## src/sv/pee_pkg.sv

```systemverilog
// Shared types, constants and helpers of the percent-escape encoder.
package pee_pkg;

  localparam int unsigned QueueDepthDef = 4;
  localparam logic [15:0] BufLenReset   = 16'd256;
  localparam int unsigned AddrW         = 3;
  localparam logic [AddrW-1:0] RegBufLenAddr = 3'd0;

  localparam logic [7:0] CharPercent = 8'h25;
  localparam logic [7:0] CharTerm    = 8'h00;

  typedef enum logic [1:0] {
    CMD_PASS = 2'd0,
    CMD_ESC  = 2'd1,
    CMD_TERM = 2'd2
  } pee_kind_e;

  typedef struct packed {
    pee_kind_e  kind;
    logic [7:0] ch;
    logic       status;
  } pee_cmd_t;

  function automatic logic is_alnum(input logic [7:0] c);
    return (c >= 8'h30 && c <= 8'h39) || (c >= 8'h41 && c <= 8'h5a) ||
           (c >= 8'h61 && c <= 8'h7a);
  endfunction

  function automatic logic [7:0] hex_digit(input logic [3:0] v);
    return (v < 4'd10) ? (8'h30 + {4'd0, v}) : (8'h61 + {4'd0, v} - 8'd10);
  endfunction

endpackage

```

## src/sv/percent_escape_encoder_core.sv

```systemverilog
// Top level of the percent-escape encoder: config register, front, queue, back.
//
// Source bytes arrive on the s_axis channel (tdata = in_byte); a zero byte
// ends a string. Characters leave on the m_axis channel: tdata = out_char,
// tlast = last character caused by one source byte, tuser[0] = string end
// (terminator), tuser[1] = status on the terminator.
// Letters and digits take one output transfer, other bytes three (%hh),
// the terminator one. Bytes dropped for budget reasons produce nothing.
// Commands pass through the queue and then the back end's command register.
// Throughput: one byte per cycle on input while the command queue has room;
// the output side sustains one character per cycle while the receiver is
// ready; the character generator steps an escaped byte through %, hi, lo.
// A stalled receiver fills the queue; tready then drops until an entry frees.
// Reset clears the budget state and the queue, and sets buffer_length to 256.
// buffer_length is written over APB at address 0 and takes effect at the
// first byte of the next string.
module percent_escape_encoder_core import pee_pkg::*; #(
  parameter int unsigned QueueDepth = QueueDepthDef
) (
  input  logic             clk_i,
  input  logic             rst_ni,
  input  logic             psel,
  input  logic             penable,
  input  logic             pwrite,
  input  logic [AddrW-1:0] paddr,
  input  logic [31:0]      pwdata,
  output logic [31:0]      prdata,
  output logic             pready,
  input  logic             s_axis_tvalid,
  output logic             s_axis_tready,
  input  logic [7:0]       s_axis_tdata,   // [7:0] in_byte
  output logic             m_axis_tvalid,
  input  logic             m_axis_tready,
  output logic [7:0]       m_axis_tdata,   // [7:0] out_char
  output logic             m_axis_tlast,
  output logic [1:0]       m_axis_tuser    // [0] string_end, [1] status
);

  logic [15:0] buf_len_q;
  logic        reg_sel;
  logic        q_full, q_push, q_pop, q_valid;
  pee_cmd_t    q_wr_cmd, q_rd_cmd;

  assign pready  = 1'b1;
  assign reg_sel = (paddr[AddrW-1:2] == RegBufLenAddr[AddrW-1:2]);
  assign prdata  = reg_sel ? {16'd0, buf_len_q} : 32'd0;

  always_ff @(posedge clk_i or negedge rst_ni) begin
    if (!rst_ni) begin
      buf_len_q <= BufLenReset;
    end else if (psel && penable && pwrite && pready && reg_sel) begin
      buf_len_q <= pwdata[15:0];
    end
  end

  pee_front u_front (
    .clk_i      (clk_i),
    .rst_ni     (rst_ni),
    .buf_len_i  (buf_len_q),
    .in_valid_i (s_axis_tvalid),
    .in_ready_o (s_axis_tready),
    .in_byte_i  (s_axis_tdata),
    .q_full_i   (q_full),
    .q_push_o   (q_push),
    .q_cmd_o    (q_wr_cmd)
  );

  pee_queue #(
    .Depth (QueueDepth)
  ) u_queue (
    .clk_i    (clk_i),
    .rst_ni   (rst_ni),
    .push_i   (q_push),
    .wr_cmd_i (q_wr_cmd),
    .full_o   (q_full),
    .pop_i    (q_pop),
    .valid_o  (q_valid),
    .rd_cmd_o (q_rd_cmd)
  );

  pee_back u_back (
    .clk_i        (clk_i),
    .rst_ni       (rst_ni),
    .q_valid_i    (q_valid),
    .q_cmd_i      (q_rd_cmd),
    .q_pop_o      (q_pop),
    .out_valid_o  (m_axis_tvalid),
    .out_ready_i  (m_axis_tready),
    .out_char_o   (m_axis_tdata),
    .out_last_o   (m_axis_tlast),
    .out_end_o    (m_axis_tuser[0]),
    .out_status_o (m_axis_tuser[1])
  );

endmodule

```

## src/sv/pee_front.sv

```systemverilog
// Front end: accepts source bytes, tracks the budget and classifies each byte.
module pee_front import pee_pkg::*; (
  input  logic        clk_i,
  input  logic        rst_ni,
  input  logic [15:0] buf_len_i,
  input  logic        in_valid_i,
  output logic        in_ready_o,
  input  logic [7:0]  in_byte_i,
  input  logic        q_full_i,
  output logic        q_push_o,
  output pee_cmd_t    q_cmd_o
);

  logic [15:0] remaining_q, remaining_d;
  logic        in_string_q, in_string_d;
  logic        stopped_q, stopped_d;
  logic [15:0] base;
  logic        accept;

  assign in_ready_o = !q_full_i;
  assign accept     = in_valid_i && in_ready_o;

  always_comb begin
    base = in_string_q ? remaining_q :
           ((buf_len_i == 16'd0) ? 16'd0 : buf_len_i - 16'd1);
    remaining_d     = remaining_q;
    in_string_d     = in_string_q;
    stopped_d       = stopped_q;
    q_push_o        = 1'b0;
    q_cmd_o.kind    = CMD_PASS;
    q_cmd_o.ch      = in_byte_i;
    q_cmd_o.status  = 1'b0;
    if (accept) begin
      if (in_byte_i == 8'd0) begin
        q_push_o       = 1'b1;
        q_cmd_o.kind   = CMD_TERM;
        q_cmd_o.status = stopped_q;
        remaining_d    = 16'd0;
        in_string_d    = 1'b0;
        stopped_d      = 1'b0;
      end else begin
        in_string_d = 1'b1;
        remaining_d = base;
        if (!stopped_q && base != 16'd0) begin
          if (is_alnum(in_byte_i)) begin
            q_push_o    = 1'b1;
            remaining_d = base - 16'd1;
          end else if (base < 16'd3) begin
            stopped_d = 1'b1;
          end else begin
            q_push_o     = 1'b1;
            q_cmd_o.kind = CMD_ESC;
            remaining_d  = base - 16'd3;
          end
        end
      end
    end
  end

  always_ff @(posedge clk_i or negedge rst_ni) begin
    if (!rst_ni) begin
      remaining_q <= 16'd0;
      in_string_q <= 1'b0;
      stopped_q   <= 1'b0;
    end else begin
      remaining_q <= remaining_d;
      in_string_q <= in_string_d;
      stopped_q   <= stopped_d;
    end
  end

  a_stop_in_string: assert property (@(posedge clk_i) disable iff (!rst_ni)
    stopped_q |-> in_string_q)
    else $error("stopped set outside a string");

endmodule

```

## src/sv/pee_queue.sv

```systemverilog
// Command queue between the front end and the character generator.
module pee_queue import pee_pkg::*; #(
  parameter int unsigned Depth = QueueDepthDef
) (
  input  logic     clk_i,
  input  logic     rst_ni,
  input  logic     push_i,
  input  pee_cmd_t wr_cmd_i,
  output logic     full_o,
  input  logic     pop_i,
  output logic     valid_o,
  output pee_cmd_t rd_cmd_o
);

  localparam int unsigned PtrW = (Depth > 1) ? $clog2(Depth) : 1;
  localparam int unsigned CntW = $clog2(Depth + 1);

  pee_cmd_t            mem_q [Depth];
  logic [PtrW-1:0]     wr_ptr_q, rd_ptr_q;
  logic [CntW-1:0]     count_q;
  logic                do_push, do_pop;

  assign full_o   = (count_q == CntW'(Depth));
  assign valid_o  = (count_q != '0);
  assign rd_cmd_o = mem_q[rd_ptr_q];
  assign do_push  = push_i && !full_o;
  assign do_pop   = pop_i && valid_o;

  always_ff @(posedge clk_i) begin
    if (do_push) mem_q[wr_ptr_q] <= wr_cmd_i;
  end

  always_ff @(posedge clk_i or negedge rst_ni) begin
    if (!rst_ni) begin
      wr_ptr_q <= '0;
      rd_ptr_q <= '0;
      count_q  <= '0;
    end else begin
      if (do_push) begin
        wr_ptr_q <= (wr_ptr_q == PtrW'(Depth - 1)) ? '0 : wr_ptr_q + 1'b1;
      end
      if (do_pop) begin
        rd_ptr_q <= (rd_ptr_q == PtrW'(Depth - 1)) ? '0 : rd_ptr_q + 1'b1;
      end
      if (do_push && !do_pop) count_q <= count_q + 1'b1;
      else if (do_pop && !do_push) count_q <= count_q - 1'b1;
    end
  end

endmodule

```

## src/sv/pee_back.sv

```systemverilog
// Back end: expands queued commands into output characters.
module pee_back import pee_pkg::*; (
  input  logic     clk_i,
  input  logic     rst_ni,
  input  logic     q_valid_i,
  input  pee_cmd_t q_cmd_i,
  output logic     q_pop_o,
  output logic     out_valid_o,
  input  logic     out_ready_i,
  output logic [7:0] out_char_o,
  output logic     out_last_o,
  output logic     out_end_o,
  output logic     out_status_o
);

  logic       busy_q, busy_d;
  pee_cmd_t   cmd_q, cmd_d;
  logic [1:0] phase_q, phase_d;
  logic       fire, done;

  always_comb begin
    out_char_o = cmd_q.ch;
    out_last_o = 1'b1;
    unique case (cmd_q.kind)
      CMD_PASS: out_char_o = cmd_q.ch;
      CMD_TERM: out_char_o = CharTerm;
      CMD_ESC: begin
        out_last_o = (phase_q == 2'd2);
        case (phase_q)
          2'd0:    out_char_o = CharPercent;
          2'd1:    out_char_o = hex_digit(cmd_q.ch[7:4]);
          default: out_char_o = hex_digit(cmd_q.ch[3:0]);
        endcase
      end
      default: out_char_o = cmd_q.ch;
    endcase
  end

  assign out_end_o    = (cmd_q.kind == CMD_TERM);
  assign out_status_o = out_end_o && cmd_q.status;
  assign out_valid_o  = busy_q;
  assign fire         = busy_q && out_ready_i;
  assign done         = fire && out_last_o;
  assign q_pop_o      = q_valid_i && (!busy_q || done);

  always_comb begin
    busy_d  = busy_q;
    cmd_d   = cmd_q;
    phase_d = phase_q;
    if (q_pop_o) begin
      busy_d  = 1'b1;
      cmd_d   = q_cmd_i;
      phase_d = 2'd0;
    end else if (done) begin
      busy_d = 1'b0;
    end else if (fire) begin
      phase_d = phase_q + 2'd1;
    end
  end

  always_ff @(posedge clk_i) begin
    cmd_q <= cmd_d;
  end

  always_ff @(posedge clk_i or negedge rst_ni) begin
    if (!rst_ni) begin
      busy_q  <= 1'b0;
      phase_q <= 2'd0;
    end else begin
      busy_q  <= busy_d;
      phase_q <= phase_d;
    end
  end

  a_phase_only_esc: assert property (@(posedge clk_i) disable iff (!rst_ni)
    busy_q && cmd_q.kind != CMD_ESC |-> phase_q == 2'd0)
    else $error("nonzero phase on single-character command");

  a_term_is_last: assert property (@(posedge clk_i) disable iff (!rst_ni)
    out_valid_o && out_end_o |-> out_last_o)
    else $error("terminator not marked last");

  a_escape_holds: assert property (@(posedge clk_i) disable iff (!rst_ni)
    fire && !out_last_o |=> busy_q && $stable(cmd_q) && phase_q == $past(phase_q) + 2'd1)
    else $error("escape sequence interrupted");

endmodule
```

## config.mk

```make
export PLATFORM = sky130hd
export DESIGN_NAME = percent_escape_encoder_core
export DESIGN_NICKNAME = d
export VERILOG_FILES = /design/src/sv/pee_pkg.sv /design/src/sv/percent_escape_encoder_core.sv /design/src/sv/pee_front.sv /design/src/sv/pee_queue.sv /design/src/sv/pee_back.sv
export SDC_FILE = /design/constraint.sdc
export NUM_CORES = 1
export LEC_CHECK = 0
export BUFFER_PORTS_ARGS = -buffer_cell sky130_fd_sc_hd__buf_2
export CAP_MARGIN = 5
export CORE_MARGIN = 2
export CORE_UTILIZATION = 44
export CTS_CLUSTER_SIZE = 24
export DETAILED_ROUTE_END_ITERATION = 16
export GPL_ROUTABILITY_DRIVEN = 0
export PLACE_DENSITY_LB_ADDON = 0.1
export SETUP_SLACK_MARGIN = 0.4
export SLEW_MARGIN = 30
export SYNTH_ARGS = -nofsm -noshare
export SYNTH_HDL_FRONTEND = slang
export SYNTH_SLANG_ARGS = --single-unit
```

## constraint.sdc

```tcl
create_clock -name clk_i -period 5.8 [get_ports clk_i]
set_clock_uncertainty 0.1 [all_clocks]
set_input_delay 1.16 -clock clk_i [delete_from_list [all_inputs] [get_ports clk_i]]
set_output_delay 1.16 -clock clk_i [all_outputs]
set_load 0.02 [all_outputs]
```

==> impl_metrics.ini <==
[power]
power_leakage_nw = 2.60
share_seq_of_total_power = 0.374
powerDensity_nw_per_um2 = 456
combinationalPowerShare = 0.431
ir_worst_vdd_mv = 0.169
p_int_mw = 1.76
swShare = 0.412
p_clk_frac = 0.195
p_sw_mw = 1.24

[timing]
slew_headroom = 0.442
hold_slack_ps = 386
grt_setup_unrepaired = no
setup_slack_ps = 1370
tns_ps = 0
slew_viol_final = 0
worst_pin_slew_ps = 832
setup_viol = 0
finalCriticalPeriod_ps = 4430
final_hold_viol_count = 0
final.period_utilization = 0.764
max_freq_mhz = 226

[global_routing]
grt_start_max_net_pins = 45
grtUsageTotal = 0.188
grt_pass1_wl_um = 21100
antenna_found_initial = 0
grt_pass1_vias = 4210
overflow = 0

[final_layout]
nets = 669
layout_common_cells = buf_2, nand2_1, edfxtp_1, dfrtp_1, nor2_1
final_common_cell = buf_2
antenna_cells = 0
fillers = 1227
layout-drive-gt1-share = 0.213
area.growth.synth_to_final_pct = 11.2

[drt]
via_per_inst = 5.51
antenna_left = 0
dr.pass1.iters = 5
first_iter_violations = 265
vias = 4307
wl_per_cell_um = 16.5
drc = 0
wl_um = 12900

[setup_path]
slowest_stage = nor4_4
critical_path_arrival_ps = 4570
path_buf_inv = 3
worst_setup_path_end_kind = flop
cp_max_fo = 9
cp.depth = 16
crit_type = flop to flop
critical_path.top_delay_family = simple AND/OR/NAND/NOR gates
path_cells = nor4_4 > nand2_1 > nor3_1 > nor3_1 > a21oi_1 > inv_1 > ha_1 > nor2_1 > o21a_4 > a21oi_4 > a21oi_4 > inv_1 > ha_1 > inv_1 > fa_1 > mux2_2
required_ps = 5940
reg2reg_depth = 16
start_kind = flop
max_stage_delay_ps = 520
cpMostUsedCell = inv_1

[synthesis]
ys.flop_type = edfxtp_1
synthesis.area_sq_um = 5910
async_reset_ff_frac = 0.444
synthCells = 553
seq_area_frac_synth = 0.466
synth_seq_cells = 99
syn_avg_cell_area_sq_um = 10.7
synth_edf_count = 55
synth_cell_types = 73
yosysWarnings = 0

[floorplanning]
core_sq_um = 13200
die-area_sq_um = 14400
die_y_um = 120
die_w_um = 120
boundaryPins = 96
start_util = 0.448
rows = 42

[clocking]
cts_inserted_buffers = 9
clk_path_buf_depth = 2
clock_latency_ps = 350
post_cts_buffers = 0
h-tree-depth = 3
cts_resized = 0
cts.clk_slew.worst_paths_ps = 70
clkSinkCount = 99
cts-root-buf = clkbuf_16
ctsHoldBuffers = 0
tritoncts = done

[hold_path]
whs_path_depth = 2
hold_class = flop to flop

[placed_design]
dp_hpwl_um = 9470
port_buffers = 60
place_ws_ps = 1410

[outcome]
run_status = finished, final reports clean

[job]
cap_violations = 0
path summary, 6_finish.rpt:
check                                        from                     end  slack [ps]
max                                  buf_len_q[2]      u_queue.count_q[1]        1370
min                        u_front.remaining_q[2]  u_front.remaining_q[2]         390
max reg2reg                          buf_len_q[2]      u_queue.count_q[1]        1370
min reg2reg                u_front.remaining_q[2]  u_front.remaining_q[2]         390
max in group asynchronous                  rst_ni       u_front.stopped_q        4500
min in group asynchronous                  rst_ni           buf_len_q[14]         700
sequential cells by signal, indices dropped and copies added (netlist names):
| signal | count |
|---|---|
| u_back.cmd_q | 11 |
| u_queue.rd_ptr_q | 2 |
| buf_len_q | 16 |
| u_front.remaining_q | 16 |
| u_back.phase_q | 2 |
| u_queue.wr_ptr_q | 2 |
| u_front.stopped_q | 1 |
| u_front.in_string_q | 1 |
| u_back.out_valid_o | 1 |
| u_queue.count_q | 3 |
| u_queue.mem_q | 44 |
cell families after synthesis:
family | Yosys count | share of synthesized area
buffers and inverters | 70 | 0.0593
adder cells (fa/ha/maj) | 19 | 0.0415
flip-flops | 99 | 0.466
AND/OR/NAND/NOR | 183 | 0.162
AO/OA/AOI/OAI | 117 | 0.141
multiplexers | 36 | 0.0887
other | 2 | 0.00127
XOR/XNOR | 27 | 0.0400
tightest hold or removal path, cell delays in order, from the launching register on:
cell     delay, ps
dfrtp_1        340
nand2_1         40
o21ai_0         60
layout make-up:
| type | instances | area, sq um | area share |
|---|---|---|---|
| multi-input combinational | 399 | 2860 | 0.435 |
| inverter | 25 | 93.8 | 0.0143 |
| sequential | 99 | 2750 | 0.419 |
| clock inverter | 7 | 71.3 | 0.0108 |
| tap | 176 | 220 | 0.0335 |
| clock buffer | 9 | 225 | 0.0343 |
| timing repair buffer | 66 | 348 | 0.0529 |
metal layers:
metal / up-vias / share of wire / wire, um / track usage
met5: - / 0 / 0 / 0
met4: 0 / 0.020 / 262 / 0.0618
met3: 20 / 0.036 / 467 / 0.0375
met2: 108 / 0.52 / 6720 / 0.339
met1: 2107 / 0.42 / 5410 / 0.225
li1: 2072 / - / - / -
per-stage QoR:
stage                     instances  total power, mW  instance area (sq um)   util
after floorplan                 568             2.10                   5970      -
after global placement          765             2.38                   6270  0.476
after detailed placement        765             2.43                   6280  0.476
after CTS                       781             3.02                   6570  0.498
after global routing            781             3.22                   6570  0.498
final                           781             3.00                   6570  0.498
power groups by stage:
| stage | clock network, mW | logic [mW] | registers [mW] |
|---|---|---|---|
| 2_1_floorplan | 0 | 1.07 | 1.03 |
| 3_3_place_gp | 0 | 1.26 | 1.13 |
| 3_5_place_dp | 0 | 1.29 | 1.14 |
| 4_1_cts | 0.605 | 1.29 | 1.12 |
| 5_1_grt | 0.634 | 1.43 | 1.15 |
| 6_report | 0.585 | 1.29 | 1.12 |
synthesized netlist by cell type (7+ instances only):
cell	instances	share of area
buf_4	19	0.024
a22o_1	7	0.010
or3_1	8	0.0085
inv_1	24	0.015
a21oi_1	24	0.020
nor2b_1	20	0.021
nand2_1	55	0.035
nor2_1	32	0.020
buf_2	7	0.0059
nand3_1	8	0.0068
xnor2_1	14	0.021
ha_1	18	0.038
xor2_1	13	0.019
dfrtp_1	43	0.18
mux2_2	20	0.038
nand2b_1	7	0.0074
o21ai_0	27	0.023
clkbuf_1	13	0.0083
edfxtp_1	55	0.28
mux4_2	11	0.042
nor3_1	16	0.014
Power figures use the tool's default switching activity.
